`src/sv/swsu_pkg.sv`:
```
package swsu_pkg;

  localparam int DATA_W       = 16;
  localparam int TICK_W       = 22;
  localparam int CH_W         = 3;
  localparam int COLOR_W      = 3;
  localparam int NUM_ENV      = 4;
  localparam int NUM_EXT      = 7;
  localparam logic [TICK_W-1:0] WINDOW_RESET = 22'd30000;
  localparam logic [TICK_W-1:0] TICK_MAX     = {TICK_W{1'b1}};
  localparam logic [DATA_W-1:0] BIN_MAX      = {DATA_W{1'b1}};
  localparam logic signed [DATA_W-1:0] EXT_MAX_RESET = 16'sh8000;
  localparam logic signed [DATA_W-1:0] EXT_MIN_RESET = 16'sh7fff;
  localparam logic [CH_W-1:0] CH_COLOUR = 3'd4;
  localparam logic [CH_W-1:0] CH_LAST   = 3'd7;
  localparam logic [CH_W-1:0] CH_FIRST_AXIS = 3'd5;
  localparam logic CMD_RECORD = 1'b0;
  localparam logic CMD_TICK   = 1'b1;

  typedef enum logic [2:0] {
    S_IDLE,
    S_CHECK,
    S_SCAN,
    S_LOAD,
    S_DIV,
    S_EMIT,
    S_CLEAR
  } state_t;

  typedef struct packed {
    logic           rec_en;
    logic           tick_en;
    logic           scan_init;
    logic           scan_en;
    logic           div_load;
    logic           div_step;
    logic           clear;
    logic [5:0]     cnt;
    logic [CH_W-1:0] ch;
  } dp_cmd_t;

  typedef struct packed {
    logic report_due;
  } dp_stat_t;

endpackage

```
`src/sv/swsu_if.sv`:
```
interface swsu_in_if;
  logic                                 valid;
  logic                                 ready;
  logic                                 cmd;
  logic signed [swsu_pkg::DATA_W-1:0]  temperature;
  logic signed [swsu_pkg::DATA_W-1:0]  humidity;
  logic signed [swsu_pkg::DATA_W-1:0]  brightness;
  logic signed [swsu_pkg::DATA_W-1:0]  soil;
  logic signed [swsu_pkg::DATA_W-1:0]  accel_x;
  logic signed [swsu_pkg::DATA_W-1:0]  accel_y;
  logic signed [swsu_pkg::DATA_W-1:0]  accel_z;
  logic [swsu_pkg::COLOR_W-1:0]        color_index;

  modport source (output valid, cmd, temperature, humidity, brightness, soil,
                  accel_x, accel_y, accel_z, color_index, input ready);
  modport sink (input valid, cmd, temperature, humidity, brightness, soil,
                accel_x, accel_y, accel_z, color_index, output ready);
endinterface

interface swsu_out_if;
  logic                                 valid;
  logic                                 ready;
  logic [swsu_pkg::CH_W-1:0]           channel;
  logic signed [swsu_pkg::DATA_W-1:0]  mean_value;
  logic signed [swsu_pkg::DATA_W-1:0]  max_value;
  logic signed [swsu_pkg::DATA_W-1:0]  min_value;
  logic [swsu_pkg::COLOR_W-1:0]        mode_colour;
  logic [swsu_pkg::DATA_W-1:0]         dominant_count;
  logic [swsu_pkg::DATA_W-1:0]         samples_in_window;
  logic                                 last;

  modport source (output valid, channel, mean_value, max_value, min_value,
                  mode_colour, dominant_count, samples_in_window, last,
                  input ready);
  modport sink (input valid, channel, mean_value, max_value, min_value,
                mode_colour, dominant_count, samples_in_window, last,
                output ready);
endinterface

```
`src/sv/swsu_ctrl.sv`:
```
module swsu_ctrl #(
  parameter int NUM_COLORS = 8,
  parameter int SUM_W      = 32
) (
  input  logic               clk,
  input  logic               rst,
  input  logic               in_valid,
  input  logic               in_cmd,
  output logic               in_ready,
  output logic               out_valid,
  input  logic               out_ready,
  input  swsu_pkg::dp_stat_t stat,
  output swsu_pkg::dp_cmd_t  cmd
);

  swsu_pkg::state_t state, state_next;
  logic [5:0] cnt, cnt_next;
  logic [swsu_pkg::CH_W-1:0] ch, ch_next;
  logic in_acc;

  assign in_acc = in_valid && in_ready;

  always_ff @(posedge clk) begin
    if (rst) begin
      state <= swsu_pkg::S_IDLE;
      cnt   <= '0;
      ch    <= '0;
    end else begin
      state <= state_next;
      cnt   <= cnt_next;
      ch    <= ch_next;
    end
  end

  always_comb begin
    state_next = state;
    cnt_next   = cnt;
    ch_next    = ch;
    case (state)
      swsu_pkg::S_IDLE: begin
        if (in_acc && in_cmd == swsu_pkg::CMD_RECORD) state_next = swsu_pkg::S_CHECK;
      end
      swsu_pkg::S_CHECK: begin
        cnt_next = '0;
        ch_next  = '0;
        state_next = stat.report_due ? swsu_pkg::S_SCAN : swsu_pkg::S_IDLE;
      end
      swsu_pkg::S_SCAN: begin
        cnt_next = cnt + 6'd1;
        if (cnt == 6'(NUM_COLORS - 1)) state_next = swsu_pkg::S_LOAD;
      end
      swsu_pkg::S_LOAD: begin
        cnt_next = '0;
        state_next = (ch < swsu_pkg::CH_COLOUR) ? swsu_pkg::S_DIV : swsu_pkg::S_EMIT;
      end
      swsu_pkg::S_DIV: begin
        cnt_next = cnt + 6'd1;
        if (cnt == 6'(SUM_W - 1)) state_next = swsu_pkg::S_EMIT;
      end
      swsu_pkg::S_EMIT: begin
        if (out_ready) begin
          if (ch == swsu_pkg::CH_LAST) begin
            state_next = swsu_pkg::S_CLEAR;
          end else begin
            ch_next = ch + 3'd1;
            state_next = swsu_pkg::S_LOAD;
          end
        end
      end
      swsu_pkg::S_CLEAR: state_next = swsu_pkg::S_IDLE;
      default: state_next = swsu_pkg::S_IDLE;
    endcase
  end

  always_comb begin
    in_ready      = 1'b0;
    out_valid     = 1'b0;
    cmd           = '0;
    cmd.cnt       = cnt;
    cmd.ch        = ch;
    case (state)
      swsu_pkg::S_IDLE: begin
        in_ready    = 1'b1;
        cmd.rec_en  = in_valid && in_cmd == swsu_pkg::CMD_RECORD;
        cmd.tick_en = in_valid && in_cmd == swsu_pkg::CMD_TICK;
      end
      swsu_pkg::S_CHECK: cmd.scan_init = 1'b1;
      swsu_pkg::S_SCAN:  cmd.scan_en   = 1'b1;
      swsu_pkg::S_LOAD:  cmd.div_load  = 1'b1;
      swsu_pkg::S_DIV:   cmd.div_step  = 1'b1;
      swsu_pkg::S_EMIT:  out_valid     = 1'b1;
      swsu_pkg::S_CLEAR: cmd.clear     = 1'b1;
      default: ;
    endcase
  end

endmodule

```
`src/sv/swsu_datapath.sv`:
```
module swsu_datapath #(
  parameter int NUM_COLORS = 8,
  parameter int COUNT_BITS = 16,
  parameter int SUM_W      = 32
) (
  input  logic                             clk,
  input  logic                             rst,
  input  logic                             cfg_we,
  input  logic [swsu_pkg::TICK_W-1:0]      cfg_wdata,
  input  logic signed [swsu_pkg::DATA_W-1:0] smp [swsu_pkg::NUM_EXT],
  input  logic [swsu_pkg::COLOR_W-1:0]     color_index,
  input  swsu_pkg::dp_cmd_t                cmd,
  output swsu_pkg::dp_stat_t               stat,
  output logic [swsu_pkg::CH_W-1:0]        channel,
  output logic signed [swsu_pkg::DATA_W-1:0] mean_value,
  output logic signed [swsu_pkg::DATA_W-1:0] max_value,
  output logic signed [swsu_pkg::DATA_W-1:0] min_value,
  output logic [swsu_pkg::COLOR_W-1:0]     mode_colour,
  output logic [swsu_pkg::DATA_W-1:0]      dominant_count,
  output logic [swsu_pkg::DATA_W-1:0]      samples_in_window,
  output logic                             last
);

  localparam int IW = (NUM_COLORS > 1) ? $clog2(NUM_COLORS) : 1;
  localparam logic [COUNT_BITS-1:0] COUNT_MAX = {COUNT_BITS{1'b1}};

  logic [swsu_pkg::TICK_W-1:0] window_ms, elapsed;
  logic [COUNT_BITS-1:0] count;
  logic signed [SUM_W-1:0] sums [swsu_pkg::NUM_ENV];
  logic signed [swsu_pkg::DATA_W-1:0] maxima [swsu_pkg::NUM_EXT];
  logic signed [swsu_pkg::DATA_W-1:0] minima [swsu_pkg::NUM_EXT];
  logic [swsu_pkg::DATA_W-1:0] hist [NUM_COLORS];
  logic [IW-1:0] hidx, best;
  logic [swsu_pkg::DATA_W-1:0] hval, bestn;
  logic [SUM_W-1:0] quo;
  logic [COUNT_BITS:0] rem, rem_sh;
  logic neg;
  logic col_ok;
  logic signed [SUM_W-1:0] sel_sum;
  logic [2:0] ext_idx;

  assign col_ok = 32'(color_index) < NUM_COLORS;
  assign hidx   = cmd.scan_en ? cmd.cnt[IW-1:0] : IW'(color_index);
  assign hval   = hist[hidx];
  assign sel_sum = sums[cmd.ch[1:0]];
  assign rem_sh = {rem[COUNT_BITS-1:0], quo[SUM_W-1]};
  assign stat.report_due = (elapsed >= window_ms) || (count == COUNT_MAX);

  always_ff @(posedge clk) begin
    if (rst) window_ms <= swsu_pkg::WINDOW_RESET;
    else if (cfg_we) window_ms <= cfg_wdata;
  end

  always_ff @(posedge clk) begin
    if (rst || cmd.clear) begin
      elapsed <= '0;
      count   <= '0;
      for (int i = 0; i < swsu_pkg::NUM_ENV; i++) sums[i] <= '0;
      for (int i = 0; i < swsu_pkg::NUM_EXT; i++) begin
        maxima[i] <= swsu_pkg::EXT_MAX_RESET;
        minima[i] <= swsu_pkg::EXT_MIN_RESET;
      end
      for (int i = 0; i < NUM_COLORS; i++) hist[i] <= '0;
    end else begin
      if (cmd.tick_en && elapsed != swsu_pkg::TICK_MAX) elapsed <= elapsed + 22'd1;
      if (cmd.rec_en) begin
        for (int i = 0; i < swsu_pkg::NUM_EXT; i++) begin
          if (smp[i] > maxima[i]) maxima[i] <= smp[i];
          if (smp[i] < minima[i]) minima[i] <= smp[i];
        end
        for (int i = 0; i < swsu_pkg::NUM_ENV; i++) sums[i] <= sums[i] + SUM_W'(smp[i]);
        if (col_ok && hval != swsu_pkg::BIN_MAX) hist[hidx] <= hval + 16'd1;
        if (count != COUNT_MAX) count <= count + 1'b1;
      end
    end
  end

  always_ff @(posedge clk) begin
    if (cmd.scan_init) begin
      best  <= '0;
      bestn <= '0;
    end else if (cmd.scan_en && hval > bestn) begin
      best  <= hidx;
      bestn <= hval;
    end
    if (cmd.div_load) begin
      neg <= sel_sum[SUM_W-1];
      quo <= sel_sum[SUM_W-1] ? SUM_W'(-sel_sum) : SUM_W'(sel_sum);
      rem <= '0;
    end else if (cmd.div_step) begin
      if (rem_sh >= {1'b0, count}) begin
        rem <= rem_sh - {1'b0, count};
        quo <= {quo[SUM_W-2:0], 1'b1};
      end else begin
        rem <= rem_sh;
        quo <= {quo[SUM_W-2:0], 1'b0};
      end
    end
  end

  assign ext_idx = (cmd.ch < swsu_pkg::CH_COLOUR) ? cmd.ch : cmd.ch - 3'd1;

  always_comb begin
    channel        = cmd.ch;
    mean_value     = '0;
    max_value      = '0;
    min_value      = '0;
    mode_colour    = '0;
    dominant_count = '0;
    last           = cmd.ch == swsu_pkg::CH_LAST;
    if (32'(count) > 32'(swsu_pkg::BIN_MAX)) samples_in_window = swsu_pkg::BIN_MAX;
    else samples_in_window = 16'(count);
    if (cmd.ch == swsu_pkg::CH_COLOUR) begin
      mode_colour    = 3'(best);
      dominant_count = bestn;
    end else begin
      max_value = maxima[ext_idx];
      min_value = minima[ext_idx];
      if (cmd.ch < swsu_pkg::CH_COLOUR) mean_value = 16'(neg ? -quo : quo);
    end
  end

endmodule

```
`src/sv/sensor_window_statistics_unit.sv`:
```
// Windowed min / max / mean and colour-mode statistics over sensor records.
// samples: sink channel, one transaction per record (cmd 0) or per
//   millisecond tick (cmd 1). ready is high only while the block is idle.
// reports: source channel, eight transactions per report, channels 0..7,
//   last set on channel 7.
// cfg_we / cfg_wdata: write window_ms; write only while idle.
// A tick is handled in idle; a record passes a check state and returns
//   to idle when no report is due. A report runs the check, a histogram
//   scan of the NUM_COLORS bins, then per environment channel a load, the
//   shift-subtract divide of the (16 + COUNT_BITS)-bit sum by the sample
//   count and an output transaction, a load and an output transaction for
//   each other channel, and a clearing state.
// When the receiver stalls, the current report transaction holds and no
//   sample is taken until the report completes.
// Reset (rst, synchronous) clears all statistics and the tick timer and
//   sets window_ms to 30000.
module sensor_window_statistics_unit #(
  parameter int NUM_COLORS = 8,
  parameter int COUNT_BITS = 16
) (
  input  logic                        clk,
  input  logic                        rst,
  input  logic                        cfg_we,
  input  logic [swsu_pkg::TICK_W-1:0] cfg_wdata,
  swsu_in_if.sink                     samples,
  swsu_out_if.source                  reports
);

  localparam int SUM_W = swsu_pkg::DATA_W + COUNT_BITS;

  swsu_pkg::dp_cmd_t  cmd;
  swsu_pkg::dp_stat_t stat;
  logic signed [swsu_pkg::DATA_W-1:0] smp [swsu_pkg::NUM_EXT];

  assign smp[0] = samples.temperature;
  assign smp[1] = samples.humidity;
  assign smp[2] = samples.brightness;
  assign smp[3] = samples.soil;
  assign smp[4] = samples.accel_x;
  assign smp[5] = samples.accel_y;
  assign smp[6] = samples.accel_z;

  swsu_ctrl #(.NUM_COLORS(NUM_COLORS), .SUM_W(SUM_W)) u_ctrl (
    .clk, .rst,
    .in_valid  (samples.valid),
    .in_cmd    (samples.cmd),
    .in_ready  (samples.ready),
    .out_valid (reports.valid),
    .out_ready (reports.ready),
    .stat, .cmd
  );

  swsu_datapath #(.NUM_COLORS(NUM_COLORS), .COUNT_BITS(COUNT_BITS), .SUM_W(SUM_W)) u_dp (
    .clk, .rst, .cfg_we, .cfg_wdata, .smp,
    .color_index       (samples.color_index),
    .cmd, .stat,
    .channel           (reports.channel),
    .mean_value        (reports.mean_value),
    .max_value         (reports.max_value),
    .min_value         (reports.min_value),
    .mode_colour       (reports.mode_colour),
    .dominant_count    (reports.dominant_count),
    .samples_in_window (reports.samples_in_window),
    .last              (reports.last)
  );

endmodule

```
`src/flat_wrapper.sv`:
```
// flat-port wrapper written by rule: the top's interface ports become plain ports
module sensor_window_statistics_unit_flat 
#(
  parameter int NUM_COLORS = 8,
  parameter int COUNT_BITS = 16
)
  (clk, rst, cfg_we, cfg_wdata, samples_valid, samples_cmd, samples_temperature, samples_humidity, samples_brightness, samples_soil, samples_accel_x, samples_accel_y, samples_accel_z, samples_color_index, samples_ready, reports_valid, reports_channel, reports_mean_value, reports_max_value, reports_min_value, reports_mode_colour, reports_dominant_count, reports_samples_in_window, reports_last, reports_ready);
  swsu_in_if samples_i ();
  swsu_out_if reports_i ();
  input  logic clk;
  input  logic rst;
  input  logic cfg_we;
  input  logic [swsu_pkg::TICK_W-1:0] cfg_wdata;
  input wire logic [$bits(samples_i.valid)-1:0] samples_valid;
  input wire logic [$bits(samples_i.cmd)-1:0] samples_cmd;
  input wire logic [$bits(samples_i.temperature)-1:0] samples_temperature;
  input wire logic [$bits(samples_i.humidity)-1:0] samples_humidity;
  input wire logic [$bits(samples_i.brightness)-1:0] samples_brightness;
  input wire logic [$bits(samples_i.soil)-1:0] samples_soil;
  input wire logic [$bits(samples_i.accel_x)-1:0] samples_accel_x;
  input wire logic [$bits(samples_i.accel_y)-1:0] samples_accel_y;
  input wire logic [$bits(samples_i.accel_z)-1:0] samples_accel_z;
  input wire logic [$bits(samples_i.color_index)-1:0] samples_color_index;
  output wire logic [$bits(samples_i.ready)-1:0] samples_ready;
  output wire logic [$bits(reports_i.valid)-1:0] reports_valid;
  output wire logic [$bits(reports_i.channel)-1:0] reports_channel;
  output wire logic [$bits(reports_i.mean_value)-1:0] reports_mean_value;
  output wire logic [$bits(reports_i.max_value)-1:0] reports_max_value;
  output wire logic [$bits(reports_i.min_value)-1:0] reports_min_value;
  output wire logic [$bits(reports_i.mode_colour)-1:0] reports_mode_colour;
  output wire logic [$bits(reports_i.dominant_count)-1:0] reports_dominant_count;
  output wire logic [$bits(reports_i.samples_in_window)-1:0] reports_samples_in_window;
  output wire logic [$bits(reports_i.last)-1:0] reports_last;
  input wire logic [$bits(reports_i.ready)-1:0] reports_ready;
  assign samples_i.valid = samples_valid;
  assign samples_i.cmd = samples_cmd;
  assign samples_i.temperature = samples_temperature;
  assign samples_i.humidity = samples_humidity;
  assign samples_i.brightness = samples_brightness;
  assign samples_i.soil = samples_soil;
  assign samples_i.accel_x = samples_accel_x;
  assign samples_i.accel_y = samples_accel_y;
  assign samples_i.accel_z = samples_accel_z;
  assign samples_i.color_index = samples_color_index;
  assign samples_ready = samples_i.ready;
  assign reports_valid = reports_i.valid;
  assign reports_channel = reports_i.channel;
  assign reports_mean_value = reports_i.mean_value;
  assign reports_max_value = reports_i.max_value;
  assign reports_min_value = reports_i.min_value;
  assign reports_mode_colour = reports_i.mode_colour;
  assign reports_dominant_count = reports_i.dominant_count;
  assign reports_samples_in_window = reports_i.samples_in_window;
  assign reports_last = reports_i.last;
  assign reports_i.ready = reports_ready;
  sensor_window_statistics_unit #(.NUM_COLORS(NUM_COLORS), .COUNT_BITS(COUNT_BITS)) u_core (.clk(clk), .rst(rst), .cfg_we(cfg_we), .cfg_wdata(cfg_wdata), .samples(samples_i), .reports(reports_i));
endmodule
```
`config.mk`:
```
export PLATFORM = sky130hd
export DESIGN_NAME = sensor_window_statistics_unit_flat
export DESIGN_NICKNAME = d
export VERILOG_FILES = /design/src/sv/swsu_pkg.sv /design/src/sv/swsu_if.sv /design/src/sv/swsu_ctrl.sv /design/src/sv/swsu_datapath.sv /design/src/sv/sensor_window_statistics_unit.sv /design/src/flat_wrapper.sv
export SDC_FILE = /design/constraint.sdc
export NUM_CORES = 2
export LEC_CHECK = 0
export ABC_AREA = 1
export CORE_ASPECT_RATIO = 0.75
export CORE_MARGIN = 4
export CORE_UTILIZATION = 50
export CTS_CLUSTER_SIZE = 28
export DETAILED_ROUTE_END_ITERATION = 10
export DONT_BUFFER_PORTS = 1
export PLACE_DENSITY_LB_ADDON = 0.2
export SYNTH_ARGS = -nofsm -noshare
export SYNTH_HDL_FRONTEND = slang
export SYNTH_SLANG_ARGS = --single-unit
```
`constraint.sdc`:
```
create_clock -name clk -period 11.4 [get_ports clk]
set_input_delay 1.71 -clock clk [delete_from_list [all_inputs] [get_ports clk]]
set_output_delay 1.71 -clock clk [all_outputs]
set_load 0.005 [all_outputs]
```
# [Yosys cells after proc, flatten, opt, wreduce, memory -nomap -nowiden]
# Memories as Yosys holds them, arrays and structs flattened. A register that Yosys moved wholly into a read port is not among the register bits.
# Index checks and enable logic that the tools add are counted.
[totals] regBits=140 in_bits=143 ramBits=480 memories=4
[mem_list] memory="u_core.u_dp.hist" words=8 width=16 read_ports=1 rd_ports_with_merged_regs=0 write_ports=8 line="swsu_datapath.sv:32" source="logic [swsu_pkg::DATA_W-1:0] hist [NUM_COLORS];"
[mem_list] memory="u_core.u_dp.sums" words=4 width=32 read_ports=5 rd_ports_with_merged_regs=1 write_ports=4 line="swsu_datapath.sv:29" source="logic signed [SUM_W-1:0] sums [swsu_pkg::NUM_ENV];"
[mem_list] memory="u_core.u_dp.maxima" words=7 width=16 read_ports=8 rd_ports_with_merged_regs=0 write_ports=7 line="swsu_datapath.sv:30" source="logic signed [swsu_pkg::DATA_W-1:0] maxima [swsu_pkg::NUM_EXT];"
[mem_list] memory="u_core.u_dp.minima" words=7 width=16 read_ports=8 rd_ports_with_merged_regs=0 write_ports=7 line="swsu_datapath.sv:31" source="logic signed [swsu_pkg::DATA_W-1:0] minima [swsu_pkg::NUM_EXT];"
[op_classes] addsub=13 mux=122 order_cmp=18 reduce_logical=18 bitwise=19 eq_ne=19
[ops] cell="$mux W16" count=22
[ops] cell="$mux W32" count=7
[ops] cell="$add A32 B16 Y32" count=4
[ops] cell="$gt A16 B16 Y1" count=8
[ops] cell="$lt A16 B16 Y1" count=7
[ops] cell="$mux W1" count=75
[ops] cell="$mux W3" count=11
[ops] cell="$add A16 B1 Y16 const B" count=2
[ops] cell="$ne A16 B16 Y1 const B" count=2
[ops] cell="$neg A32 Y32" count=1
[ops] cell="$add A22 B1 Y22 const B" count=1
[ops] cell="$ge A22 B22 Y1" count=1
[ops] cell="$ne A22 B22 Y1 const B" count=1
[ops] cell="$or A1 B1 Y1" count=18
[ops] cell="$pmux W3 S6" count=1
[ops] cell="$ge A17 B16 Y1" count=1
[ops] cell="$eq A16 B16 Y1 const B" count=1
[ops] cell="$neg A16 Y16" count=1
[ops] cell="$reduce_or A16 Y1" count=1
[ops] cell="$sub A16 B16 Y16" count=1
[ops] cell="$eq A3 B3 Y1 const B" count=5
[ops] cell="$pmux W6 S2" count=1
[ops] cell="$ne A2 B2 Y1 const B" count=5
[ops] cell="$mux W2" count=4
[ops] cell="18 further kinds" count=28

# [Logic depth before layout (Yosys ltp)]
# An unclocked memory read counts as a cell.
[depth] word_depth=11 mapped_depth=26 ltp_nobuf=22

# [Hierarchy]
# A second synthesis with hierarchy kept.
[hier_totals] cells_unflattened=5726 hier_area_um2=43728.2
[modules_own_cells] mod="swsu_datapath" n_inst=1 cells_per_inst=5609 area_per_inst_um2=43003.7 seq_area_each_um2=17306.6
[modules_own_cells] mod="swsu_ctrl" n_inst=1 cells_per_inst=117 area_per_inst_um2=724.4 seq_area_each_um2=240.2

# [Worst setup path before layout]
# OpenSTA, ideal clock, no wires.
[synth_timing] path_type="input to register" from="input port rst" to="memory u_core.u_dp.sums[0][0] (enable)" stages=8 arrival_time_ns=5.326 setup_slack_ns=4.965 path_cell_list="clkbuf_1 -> clkinv_1 -> nand2_1 -> inv_1 -> clkbuf_1 -> clkbuf_1 -> clkbuf_1 -> nand2_1"
[synth_rtl] element="start: declaration" line="flat_wrapper.sv:11" source="input logic rst;"
[synth_rtl] element="end: declaration" line="swsu_datapath.sv:29"

# [Worst setup path after layout]
[layout_timing] from="register u_core.u_ctrl.ch[0] (netlist name)" to="output port reports_min_value[10]"
[layout_between] elab_chain_len=4 elab_cells_between_ends=6
[layout_rtl] element="start: declaration" line="swsu_ctrl.sv:18" source="logic [swsu_pkg::CH_W-1:0] ch, ch_next;"
[layout_rtl] element="start signal: assignment" line="swsu_ctrl.sv:31" source="ch <= ch_next;"
[layout_rtl] element="$sub A3 B1 Y3 or $lt A3 B3 Y1 (tied branches)" line="swsu_datapath.sv:101" source="assign ext_idx = (cmd.ch < swsu_pkg::CH_COLOUR) ? cmd.ch : cmd.ch - 3'd1;"
[layout_rtl] element="$mux W3" line="swsu_datapath.sv:101"
[layout_rtl] element="$mem_v2 Z7 W16"
[layout_rtl] element="$mux W16 (*)" line="swsu_datapath.sv:113" source="if (cmd.ch == swsu_pkg::CH_COLOUR) begin"
[layout_rtl] element="end: declaration" line="flat_wrapper.sv:29" source="output wire logic [$bits(reports_i.min_value)-1:0] reports_min_value;"
# Every way passes the cells marked *; elsewhere a longest branch is shown, timed or not.

==> impl_metrics.ini <==
[clock_tree]
cts.path.max_buffers = 3
clock-sinks = 622
cts_max_level = 3
cts_root_buf = clkbuf_16
cts_buffers = 70
clk_pin_slew_ns = 0.06
ctsHoldBuffers = 0
cts_resized = 0
clk_latency_ns = 0.64
cts_tree = built
cts_setup_buffers = 0

[setup_path]
cp.required_ns = 9.69
cp-start-kind = register
r2r-start = u_core.u_ctrl.state[1]
crit_path_top_delay_cell = inv_1
path_cells = inv_1 > ha_1 > o21ai_2 > buf_4 > inv_1 > o21ai_0 > o22ai_1 > o22ai_1
r2r_cells = 17
path_max_fanout = 47
critPathCaptureType = primary output
setup.worst_path.start = u_core.u_ctrl.ch[0]
critPathMaxStageDelay_ns = 1.06
critPathArrivalTime_ns = 4.35
criticalPathCategory = reg -> out

[timing]
finClkSkew_ns = 0.0354
fmax_ghz = 0.165
slew_violations = 0
fin_tns_setup_ns = 0
relSlewSlack = 0.0537
finalHoldViolations = 0
rsz0062_at_grt = no
period_share = 0.532
worst_pin_slew_ns = 1.42
holdWs_ns = 0.466
setup_viol = 0
layout_min_cycle_time_ns = 6.06

[placed_design]
port_buffers = 0
place_congestion = 0.968
place_inst = 6579
hpwl_mm = 112

[logic_synthesis]
avgSynthCellArea_um2 = 7.83
synth-edff-count = 513
synthMuxAreaShare = 0
syn-cell-area_um2 = 43700
yosys_most_used_dff = edfxtp_1
postSynthCellCount = 5584
synth_xor_area_frac = 0.0101
ys_seq_area_frac = 0.402
async_reset_ff_frac = 0
synthSimpleGateAreaFrac = 0.216
synth.ff_latch_count = 622
synth_compound_area_frac = 0.161
synth_nets = 6136
synth_top_family_by_area = simple AND/OR/NAND/NOR gates
synth_adder_area_share = 0.118
ys_types = 69
ys_warn_count = 0

[route]
drc = 0
drt_iter0_markers = 4704
vias = 39000
drt_first_pass_iters = 6
vias_per_cell = 5.82
ant_nets = 0
wl_mm = 147
routedWlPerCell_um = 21.9

[global_route]
antenna_found_initial = 5
grt_pass1_vias = 35300
grt_max_degree = 84
grt_usage = 0.309
gr-total-overflow = 0
grt_pass1_wl_mm = 219

[layout]
final_cell_mix = 1093 x nand2_1, 834 x inv_1, 613 x nor2_1
layout_commonest_cell = nand2_1
final_util = 0.542
final_cells = 6705
final_nets = 6063
areaGrowthSynthToFinish_pct = 6.91
drive_gt1_frac = 0.0413

[pwr]
p_per_area_nw_per_um2 = 184
p_leak_nw = 21.3
peakVddDrop_mv = 0.135

[floorplanning]
die_w_um = 350
core_um2 = 86300
die_y_um = 264
dieArea_um2 = 92300
io_pins = 232
row_count = 93
initial_core_util = 0.507

[worst_hold_path]
hold_start = u_core.u_dp.window_ms[18]
hold_path.class = reg -> reg
hold_depth = 2

[run]
cap_violations = 0

[run_status]
status = finished, final reports clean
layout make-up:
type / count / area, um^2
antenna: 2 / 5.00
clock buffer: 92 / 1930
clock inverter: 32 / 278
fill: 8240 / 39600
inverter: 847 / 3190
multi-input combinational: 3939 / 22100
sequential: 622 / 17600
tap: 1140 / 1430
timing repair buffer: 31 / 233
cell families after synthesis:
kind of cell,count (synthesis)
simple gates,2221
buf+inv,1023
xor+xnor,47
flops,622
compound gates,1262
fa+ha+maj,409
flip-flops by register name (all words and copies together) (netlist names), 6 cells and up, named ones only:
register / cells
u_core.u_ctrl.cnt: 6
u_core.u_dp.rem: 16
u_core.u_dp.hist: 128
u_core.u_dp.minima: 112
u_core.u_dp.quo: 32
u_core.u_dp.samples_in_window: 16
u_core.u_dp.window_ms: 22
u_core.u_dp.sums: 128
u_core.u_dp.maxima: 112
u_core.u_dp.elapsed: 22
u_core.u_dp.bestn: 16
metal layers:
metal | part of all wire | wire (um) | global-route usage | vias up
li1 | - | - | - | 18800
met1 | 0.45 | 66300 | 0.464 | 18300
met2 | 0.41 | 59500 | 0.441 | 1727
met3 | 0.12 | 17300 | 0.0826 | 212
met4 | 0.025 | 3740 | 0.0717 | 6
met5 | 0.00023 | 34 | 0 | -
path summary, 6_finish.rpt:
path / slack (ns) / end
worst max-delay path: 5.34 / reports_min_value[10]
worst min register to register: 0.47 / u_core.u_dp.window_ms[18]
worst max register to register: 6.64 / u_core.u_dp.best[0]
worst min-delay path: 0.47 / u_core.u_dp.window_ms[18]
report_power, final:
group / total, W / internal (W) / switching (W)
Combinational: 0.00329 / 0.000934 / 0.00235
Sequential: 0.00307 / 0.00287 / 0.000202
Clock: 0.00226 / 0.00125 / 0.00101
synthesized netlist by cell type (all sizes together) (52+ instances only):
library cell  count  area, um^2
buf              52         428
ha              404        5050
clkbuf          124         465
nor2            626        2420
inv             843        3170
dfxtp           109        2180
nand2          1121        4310
nor3             65         325
edfxtp          513       15400
a21oi           546        2730
o21ai           448        2250
nand3           276        1500
critical path, delay by kind of cell, from the launching register on:
kind	cells	cell delay [ns]
AOI/OAI and AO/OA	4	1.08
buffers and inverters	3	1.61
DFF	1	0.61
adders and majority gates	1	0.39
metrics by stage:
step	total power, W	worst slack (ns)	instance area, um^2
CTS	0.00857	5.47	46800
finish	0.00861	5.34	46800
global placement	0.00628	6.01	44600
global route	0.00913	5.26	46800
floorplan	0.00533	4.96	43700
detailed placement	0.00632	5.95	44600
Note: power is estimated with default switching activity, not from simulation.
